`src/swmm_pkg.sv`:
```
// shared types and constants for the sliding window min/max block
`timescale 1ns / 1ps

package swmm_pkg;

    localparam int WIN_LEN_W = 11;
    localparam int SAMPLE_W  = 32;
    localparam int IDX_W     = 32;

    // controller states
    typedef enum logic [1:0] {
        ST_IDLE,
        ST_SCAN,
        ST_PUSH
    } swmm_state_t;

    // commands from controller to datapath
    typedef struct packed {
        logic load;
        logic scan;
        logic push;
    } swmm_cmd_t;

    // status from datapath to controller
    typedef struct packed {
        logic scan_busy;
        logic result_due;
        logic out_free;
    } swmm_status_t;

endpackage

```
`src/swmm_ctrl.sv`:
```
// controller: accept an item, scan both deques, push and hand off the result
`timescale 1ns / 1ps

module swmm_ctrl (
    input  logic                   clk,
    input  logic                   rst_n,
    input  logic                   in_valid,
    output logic                   in_ready,
    input  swmm_pkg::swmm_status_t status,
    output swmm_pkg::swmm_cmd_t    cmd
);
    import swmm_pkg::*;

    swmm_state_t state_reg, state_next;

    always_ff @(posedge clk or negedge rst_n)
    begin
        if (!rst_n)
        begin
            state_reg <= ST_IDLE;
        end
        else
        begin
            state_reg <= state_next;
        end
    end

    // next state and commands
    always_comb
    begin
        state_next = state_reg;
        in_ready   = 1'b0;
        cmd        = '0;
        case (state_reg)
            ST_IDLE:
            begin
                in_ready = 1'b1;
                if (in_valid)
                begin
                    cmd.load   = 1'b1;
                    state_next = ST_SCAN;
                end
            end
            ST_SCAN:
            begin
                // one head expiry and one tail pop per deque each cycle
                cmd.scan = 1'b1;
                if (!status.scan_busy)
                begin
                    state_next = ST_PUSH;
                end
            end
            ST_PUSH:
            begin
                // hold while a due result cannot enter the output register
                if (!status.result_due || status.out_free)
                begin
                    cmd.push   = 1'b1;
                    state_next = ST_IDLE;
                end
            end
            default:
            begin
                state_next = ST_IDLE;
            end
        endcase
    end

endmodule

```
`config.mk`:
```
export PLATFORM = sky130hd
export DESIGN_NAME = swmm_ctrl
export DESIGN_NICKNAME = d
export VERILOG_FILES = /design/src/swmm_pkg.sv /design/src/swmm_ctrl.sv
export SDC_FILE = /design/constraint.sdc
export NUM_CORES = 1
export LEC_CHECK = 0
export ABC_AREA = 1
export BUFFER_PORTS_ARGS = -buffer_cell sky130_fd_sc_hd__clkbuf_2
export CORE_AREA = 2 2 39 41
export DETAILED_ROUTE_END_ITERATION = 12
export DIE_AREA = 0 0 41 43
export GPL_ROUTABILITY_DRIVEN = 0
export PLACE_DENSITY = 0.33
export RECOVER_POWER = 50
export SLEW_MARGIN = 10
export SYNTH_ARGS = -nofsm -noshare
export SYNTH_HDL_FRONTEND = slang
export SYNTH_SLANG_ARGS = --single-unit
```
`constraint.sdc`:
```
create_clock -name clk -period 0.8 [get_ports clk]
set_clock_uncertainty 0.1 [all_clocks]
set_input_delay 0.2 -clock clk [delete_from_list [all_inputs] [get_ports clk]]
set_output_delay 0.2 -clock clk [all_outputs]
set_load 0.01 [all_outputs]
```
==> impl_metrics.csv, run 1 <==
group,metric,value,unit
cells_and_area,drive_above_1_share,61.1,%
global_routing,antenna_found_initial,0,
power,p_leak,0.155,nW
clock_tree,clk_pin_slew_worst_paths,0.03,ns
routing,drt_iter0_markers,2,
routing,via_per_inst,3.08,
critical_path,crit_family,"flip-flops",
place,hpwl,266,µm
critical_path,crit_path_cell_trace,"nor2_2 -> nand2_1 -> inv_1 -> buf_2",
sta,hold_viol_final,0,
run_status,status,"finished with violations",
sta,finalWorstSetupSlack,-0.515,ns
critical_path,cpPeakStageDelay,0.40,ns
power,power.density,3060,nW/µm²
clock_tree,cts-buffers-inserted,3,
synthesis,netlist_area,119,µm²
power,sw_frac_of_total,36.4,%
place,port-buffer-count,9,
global_routing,grt_pass1_wl,552,µm
clock_tree,clock_sinks,2,
cells_and_area,largest_register_ffs,2,
floorplanning,dieHeight,43,µm
synthesis,syn-instance-count,19,
place,dp_slack,-0.304,ns
job,max_cap_violations,0,
critical_path,arrival,1.01,ns
floorplanning,die-area,1760,µm²
cells_and_area,syn_to_final_growth,120,%
hold_path,hold_path_class,"in -> reg",
global_routing,grt_max_degree,4,
routing,firstDrtPassIters,2,
synthesis,syn_nets,25,
power,pwr-share-clk,27.7,%
routing,detail-route-antenna-nets,0,
floorplanning,start_util,8.59,%
synthesis,syn_area_per_cell,6.26,µm²
routing,drc,0,
critical_path,start_kind,"flip-flop",
sta,fmax,761,MHz
synthesis,yosys.cell_types.count,5,
floorplanning,core_area,1380,µm²
routing,wire_per_inst,6.12,µm
clock_tree,htree_levels,1,
sta,maxSlewHeadroom,88.3,%
global_routing,grt_pass1_vias,156,
critical_path,crit_required,0.50,ns
critical_path,cp_num_buf_inv,2,
sta,finalSetupViolations,6,
sta,rsz0062_at_grt,"true",
synthesis,yosysWarnings,0,
power,power.share.sequential,22.6,%
floorplanning,die_w,41,µm
clock_tree,cts_tree,"done",
global_routing,grt_util_all_layers,5.52,%
clock_tree,clk_latency,0.22,ns
cells_and_area,nNetsFinal,44,
run_status,violations,"negative setup slack",
routing,vias,160,
power,irDropWorstVdd,836,µV
synthesis,synth_seq_area_share,42.1,%
cells_and_area,final_cell_mix,"6 x inv_1, 4 x nor2_2, 4 x clkbuf_2, 4 x buf_2",
cells_and_area,layout_commonest_cell,"inv_1",
power,power.switching,0.292,mW
floorplanning,fp-row-count,14,
sta,final-max-slew-violation-count,0,
sta,tightest_slew,0.175,ns
power,p_int,0.508,mW
critical_path,crit_type,"reg -> out",
sta,finalCritPeriodShare,164,%
clock_tree,clk_path_buf_depth,2,
critical_path,crit_path_max_fanout,3,
sta,timing.final.crit_period,1.31,ns
power,power,0.800,mW
sta,hold_slack,0.109,ns
floorplanning,ioPinCount,10,
critical_path,crit_slowest_cell,"dfrtp_1",
clock_tree,cts_root_buf,"clkbuf_4",
routing,drt_wl_total,318,µm
global_routing,overflow,0,
critical_path,endpoint_kind,"output pin",
cells_and_area,antenna_cells,0,
power,combinationalPowerShare,49.7,%
synthesis,synth-seq-cells,2,
-- path summary, 6_finish.rpt --
check | end | slack, ns | cells after the start | startpoint
hold reg to reg | state_reg[1] | 0.50 | 3 | state_reg[0]
min in group asynchronous | state_reg[0] | 0.20 | 2 | rst_n
setup / recovery | cmd[2] | -0.51 | 4 | state_reg[1]
max in group asynchronous | state_reg[1] | 0.27 | 2 | rst_n
setup reg to reg | state_reg[0] | -0.25 | 5 | state_reg[1]
hold / removal | state_reg[0] | 0.11 | 3 | status[2]
-- per-stage QoR --
| stage | cell area [µm²] | cells | util, % | setup TNS, ns |
|---|---|---|---|---|
| 5_1_grt | 262 | 52 | 18.9 | -2.58 |
| 3_5_place_dp | 209 | 47 | 15.1 | -1.24 |
| 3_3_place_gp | 209 | 47 | 15.1 | -1.24 |
| 6_report | 262 | 52 | 18.9 | -2.21 |
| 2_1_floorplan | 121 | 19 | - | -0.642 |
| 4_1_cts | 260 | 52 | 18.8 | -2.32 |
-- synthesized netlist by cell type --
cell type,number,area share (%)
dfrtp_1,2,42
inv_1,6,19
nand2_1,6,19
nor2_1,3,9.5
nor2_2,2,11
-- kinds of logic after synthesis --
| group | Yosys count | synth area share (%) |
|---|---|---|
| buffers and inverters | 6 | 18.9 |
| and+or+nand+nor | 11 | 38.9 |
| DFF | 2 | 42.1 |
-- routing by layer --
| metal | up-vias | GRT usage (%) | wire length (µm) |
|---|---|---|---|
| met5 | - | 0 | 0 |
| met4 | 0 | 8.00 | 13 |
| met3 | 2 | 3.14 | 24 |
| met2 | 6 | 6.25 | 151 |
| met1 | 67 | 5.47 | 128 |
| li1 | 85 | - | - |
-- worst min-delay path, cell delays in order --
cell,delay (ns)
clkbuf_2,0.09
nand2_1,0.06
nand2_2,0.06
-- power groups by stage --
stage	Clock (mW)	Combinational, mW	Sequential [mW]
after global routing	0.248	0.444	0.186
final	0.222	0.397	0.181
after floorplan	0	0.172	0.173
after CTS	0.237	0.406	0.181
after detailed placement	0	0.347	0.178
after global placement	0	0.345	0.180
-- final cells by class --
cell class / instances / area (µm²)
Fill cell: 163 / 1120
Sequential cell: 2 / 50.0
Tap cell: 16 / 20.0
Multi-Input combinational cell: 11 / 58.8
Clock buffer: 3 / 22.5
Timing Repair Buffer: 14 / 87.6
Inverter: 6 / 22.5
-- repair_timing --
item | CTS | global route
hold endpoints to repair | 2 | 0
pin swaps | 2 | 2
setup buffers | 3 | 1
endpoints found under the setup margin | 6 | 6
resized for setup | 4 | 5
cloned | 0 | 0
hold buffers | 1 | 0
(Power assumes the default switching activity.)
==> run 2, diff against run 1 <==
- PLACE_DENSITY: 0.33 -> 0.32
- clock period: 0.8 -> 1.7 ns (I/O delays scaled with it)
==> run 2 against run 1 <==
The run now ends clean; sequential power is 56% lower; critical path type unchanged; largest cell class unchanged; die area stayed put; critical path depth unchanged; non-clock buffer count decreased by 4; sequential share of layout area up 4.4 points; critical endpoint unchanged; clock power shrank 53%; global-route usage up 0.20 points; setup slack better by 0.65 ns.
==> impl_metrics.csv, run 2 (synthesis results as in run 1) <==
group,metric,value,unit
power,pwr-share-clk,33.7,%
clock_tree,cts_tree,"done",
cells_and_area,drive_above_1_share,37.5,%
power,sw_frac_of_total,37.7,%
place,port-buffer-count,9,
routing,detail-route-antenna-nets,0,
routing,route.met2.wl,184,µm
sta,timing.final.crit_period,1.57,ns
critical_path,endpoint_kind,"output pin",
cells_and_area,seq_area,50.0,µm²
power,power.share.sequential,25.7,%
sta,fin_tns_setup,0,ns
critical_path,crit_required,1.17,ns
critical_path,start_kind,"flip-flop",
floorplanning,die_w,41,µm
cells_and_area,largest_register_ffs,2,
job,max_cap_violations,0,
sta,final-max-slew-violation-count,0,
global_routing,grt_pass1_wl,517,µm
cells_and_area,antenna_cells,0,
cells_and_area,multiInputGateArea,43.8,µm²
global_routing,grt_pass1_vias,133,
power,irDropWorstVdd,334,µV
global_routing,grt_max_degree,4,
floorplanning,ioPinCount,10,
clock_tree,htree_levels,1,
critical_path,crit_path_max_fanout,3,
cells_and_area,syn_to_final_growth,78.9,%
critical_path,crit_type,"reg -> out",
sta,tightest_slew,0.191,ns
routing,firstDrtPassIters,2,
power,power.density,1460,nW/µm²
power,p_leak,0.133,nW
routing,drc,0,
clock_tree,cts_setup_buffers,0,
power,power.switching,0.117,mW
routing,topRoutingLayerUsed,"met3",
routing,drt_iter0_markers,1,
clock_tree,cts_root_buf,"clkbuf_4",
routing,wire_per_inst,6.60,µm
cells_and_area,final_cells,48,
critical_path,rr_startpoint,"state_reg[1]",
global_routing,grt_util_all_layers,5.72,%
critical_path,r2r_cells,3,
place,place_inst,44,
clock_tree,clock_sinks,2,
floorplanning,die-area,1760,µm²
clock_tree,cts-buffers-inserted,3,
critical_path,reg2reg_slack,0.82,ns
global_routing,antenna_found_initial,0,
routing,via_per_inst,2.85,
cells_and_area,layout_commonest_cell,"clkbuf_2",
power,p_int,0.194,mW
cells_and_area,nNetsFinal,40,
sta,rsz0062_at_grt,"false",
cells_and_area,final_cell_mix,"8 x clkbuf_2, 6 x inv_1, 6 x nand2_1",
hold_path,hp-start,"status[2]",
floorplanning,core_area,1380,µm²
floorplanning,fp-row-count,14,
critical_path,r2r-end,"state_reg[1]",
hold_path,holdPathEnd,"state_reg[0]",
critical_path,arrival,1.04,ns
cells_and_area,fill_cells,170,
clock_tree,clk_latency,0.22,ns
routing,met1_length,123,µm
sta,maxSlewHeadroom,87.2,%
routing,vias,137,
sta,hold_viol_final,0,
power,combinationalPowerShare,40.6,%
clock_tree,clk_path_buf_depth,2,
routing,drt_wl_total,317,µm
sta,fmax,638,MHz
hold_path,hold_path_class,"in -> reg",
routing,wl_met3,9,µm
sta,finalCritPeriodShare,92.3,%
place,hpwl,252,µm
sta,finalSetupViolations,0,
clock_tree,clk_pin_slew_worst_paths,0.03,ns
hold_path,whs_path_depth,3,
run_status,status,"finished clean",
floorplanning,dieHeight,43,µm
floorplanning,start_util,8.59,%
global_routing,overflow,0,
-- run 2: cell types whose count changed in the layout (fill, tap and decap cells not counted), sizes merged --
cell and delta:
buf -8, clkbuf +4
-- run 2: worst max-delay path, stage by stage (launching register included) --
cell,delay [ns]
dfrtp_1,0.38
nor2_1,0.17
nand2_1,0.09
inv_1,0.06
clkbuf_2,0.12
-- run 2: stage by stage --
step / setup WS, ns / utilization, % / instance area [µm²] / hold WS (ns) / total power [mW]
floorplan: 0.397 / - / 119 / 0.0294 / 0.157
global placement: 0.335 / 13.3 / 184 / 0.116 / 0.214
detailed placement: 0.337 / 13.3 / 184 / 0.117 / 0.214
CTS: 0.100 / 15.6 / 216 / 0.317 / 0.328
global route: 0.0372 / 15.4 / 213 / 0.325 / 0.346
finish: 0.132 / 15.4 / 213 / 0.319 / 0.311
-- run 2: power groups by stage --
stage               Combinational [mW]  Sequential (mW)  Clock, mW
floorplan                       0.0784           0.0784          0
global placement                 0.133           0.0810          0
detailed placement               0.133           0.0813          0
CTS                              0.135           0.0809      0.112
global route                     0.142           0.0826      0.122
finish                           0.126           0.0800      0.105
-- run 2: final cells by class --
| class | count | area share [%] |
|---|---|---|
| inverters | 6 | 10.6 |
| flip-flops and latches | 2 | 23.5 |
| clock buffers | 3 | 10.6 |
| multi-input cells | 11 | 20.6 |
| repair buffers | 10 | 25.3 |
| well taps | 16 | 9.41 |
-- run 2: what timing repair did --
action | CTS | global route
resized for setup | 0 | 0
hold buffers | 1 | 0
endpoints found under the hold margin | 2 | 0
-- run 2: per-layer routing --
layer | GRT usage (%) | vias up
met5 | 0 | -
met4 | 10.0 | 0
met3 | 4.71 | 0
met2 | 6.25 | 2
met1 | 4.18 | 58
li1 | - | 77
-- run 2: worst max path at each step --
stage | startpoint | to | slack (ns) | cells past startpoint
2_1_floorplan | state_reg[0] | cmd[2] | 0.40 | 3
3_3_place_gp | status[1] | cmd[0] | 0.34 | 5
3_5_place_dp | status[1] | cmd[0] | 0.34 | 5
4_1_cts | state_reg[1] | cmd[2] | 0.10 | 4
5_1_grt | state_reg[0] | cmd[2] | 0.04 | 4
6_report | state_reg[0] | cmd[2] | 0.13 | 4
==> run 3, diff against run 2 <==
==> constraint.sdc (replaced) <==
create_clock -name clk -period 1.7 [get_ports clk]
set_clock_uncertainty 0.1 [all_clocks]
set_input_delay 0.085 -clock clk [delete_from_list [all_inputs] [get_ports clk]]
set_output_delay 0.085 -clock clk [all_outputs]
set_load 0.01 [all_outputs]
==> run 3 against run 2 <==
Critical path depth is the same; critical endpoint is now state_reg[0]; final cell count grew 4.2%; largest cell class unchanged; count of clock-buffer cells in the layout is the same; flip-flop and latch count is the same; design area grew 8.8%; first-iteration DRC count grew to 3.0 times the previous value; global-route usage shrank 0.10 points; sequential power shrank 2%; largest power group unchanged; hold slack lost 0.28 ns; routed wire length shrank 2.5%; clock power is essentially flat; fmax grew 12%.
==> impl_metrics.csv, run 3 (synthesis results as in run 1) <==
group,metric,value,unit
run_status,status,"finished clean",
clock_tree,clk_path_buf_depth,2,
clock_tree,clock_sinks,2,
cells_and_area,largest_register_ffs,2,
floorplanning,die-area,1760,µm²
sta,timing.final.crit_period,1.39,ns
critical_path,arrival,1.45,ns
sta,tightest_slew,0.195,ns
hold_path,hold_path_class,"in -> reg",
power,irDropWorstVdd,294,µV
power,power,0.321,mW
clock_tree,cts_setup_buffers,0,
cells_and_area,drive_above_1_share,32.4,%
routing,drt_iter0_markers,3,
sta,hold_slack,0.0360,ns
critical_path,endpoint_kind,"flip-flop",
routing,detail-route-antenna-nets,0,
clock_tree,htree_levels,1,
power,power.density,1390,nW/µm²
cells_and_area,final_core_util,16.7,%
routing,vias,146,
critical_path,crit_type,"reg -> reg",
sta,fin_tns_setup,0,ns
global_routing,grt_pass1_wl,545,µm
floorplanning,core_area,1380,µm²
clock_tree,cts_tree,"done",
sta,maxSlewHeadroom,86.9,%
routing,via_per_inst,2.92,
cells_and_area,layout_commonest_cell,"clkbuf_2",
floorplanning,dieHeight,43,µm
clock_tree,cts-buffers-inserted,3,
floorplanning,fp-row-count,14,
sta,final-max-slew-violation-count,0,
cells_and_area,fill_cells,160,
global_routing,grt_max_degree,4,
job,max_cap_violations,0,
routing,drt_wl_total,309,µm
clock_tree,cts_root_buf,"clkbuf_4",
clock_tree,ctsResizeCount,0,
global_routing,antenna_found_initial,0,
critical_path,start_kind,"flip-flop",
routing,firstDrtPassIters,2,
routing,wire_per_inst,6.18,µm
clock_tree,clk_latency,0.22,ns
place,placed_cell_area,184,µm²
sta,rsz0062_at_grt,"false",
clock_tree,clk_pin_slew_worst_paths,0.03,ns
floorplanning,die_w,41,µm
cells_and_area,antenna_cells,0,
sta,hold_viol_final,0,
global_routing,overflow,0,
floorplanning,start_util,8.59,%
global_routing,grt_pass1_vias,147,
place,port-buffer-count,9,
floorplanning,ioPinCount,10,
place,hpwl,244,µm
sta,finalSetupViolations,0,
sta,finalCritPeriodShare,82.0,%
critical_path,crit_path_max_fanout,3,
clock_tree,hold_buffers,3,
cells_and_area,nNetsFinal,42,
global_routing,grt_util_all_layers,5.62,%
power,p_leak,0.139,nW
cells_and_area,final_area,231,µm²
cells_and_area,final_cell_mix,"7 x clkbuf_2, 6 x inv_1, 6 x nand2_1",
cells_and_area,syn_to_final_growth,94.7,%
critical_path,crit_required,1.76,ns
routing,drc,0,
sta,fmax,717,MHz
-- run 3: worst paths after layout --
kind,slack [ns],endpoint,depth (start not counted),start
worst max-delay path,0.31,state_reg[0],4,state_reg[1]
worst min-delay path,0.04,state_reg[1],4,status[0]
worst max register to register,0.31,state_reg[0],4,state_reg[1]
worst min register to register,0.47,state_reg[1],3,state_reg[0]
max in group asynchronous,1.29,state_reg[1],2,rst_n
min in group asynchronous,0.08,state_reg[0],2,rst_n
-- run 3: where the power goes --
group / switching (mW) / total [mW] / leakage (nW) / internal [mW]
Clock: 0.0255 / 0.103 / 0.0138 / 0.0777
Combinational: 0.0784 / 0.139 / 0.0996 / 0.0609
Sequential: 0.0123 / 0.0786 / 0.0255 / 0.0662
Total: 0.116 / 0.321 / 0.139 / 0.205
-- run 3: critical path, cell delays in order (launching register included) --
cell	delay, ns
dfrtp_1	0.38
nor2_1	0.19
nand2_1	0.07
nand2_1	0.05
dlygate4sd3_1	0.54
-- run 3: layer usage --
metal	vias to the layer above	global-route usage (%)	share of wire, %
met5	-	0	0
met3	0	3.14	1.6
met2	2	6.56	63
li1	81	-	-
met4	0	10.0	0
met1	63	4.50	34
-- run 3: final cells by class --
type	count	area, µm²	share of cell area (%)
multi-input combinational	11	43.8	18.9
inverter	6	22.5	9.73
timing repair buffer	12	72.6	31.4
clock buffer	3	22.5	9.73
sequential	2	50.0	21.6
tap	16	20.0	8.65
-- run 3: per-stage QoR --
stage | setup slack (ns) | cells
global route | 0.155 | 50
CTS | 0.307 | 50
finish | 0.306 | 50
global placement | 0.717 | 44
floorplan | 0.737 | 19
detailed placement | 0.715 | 44
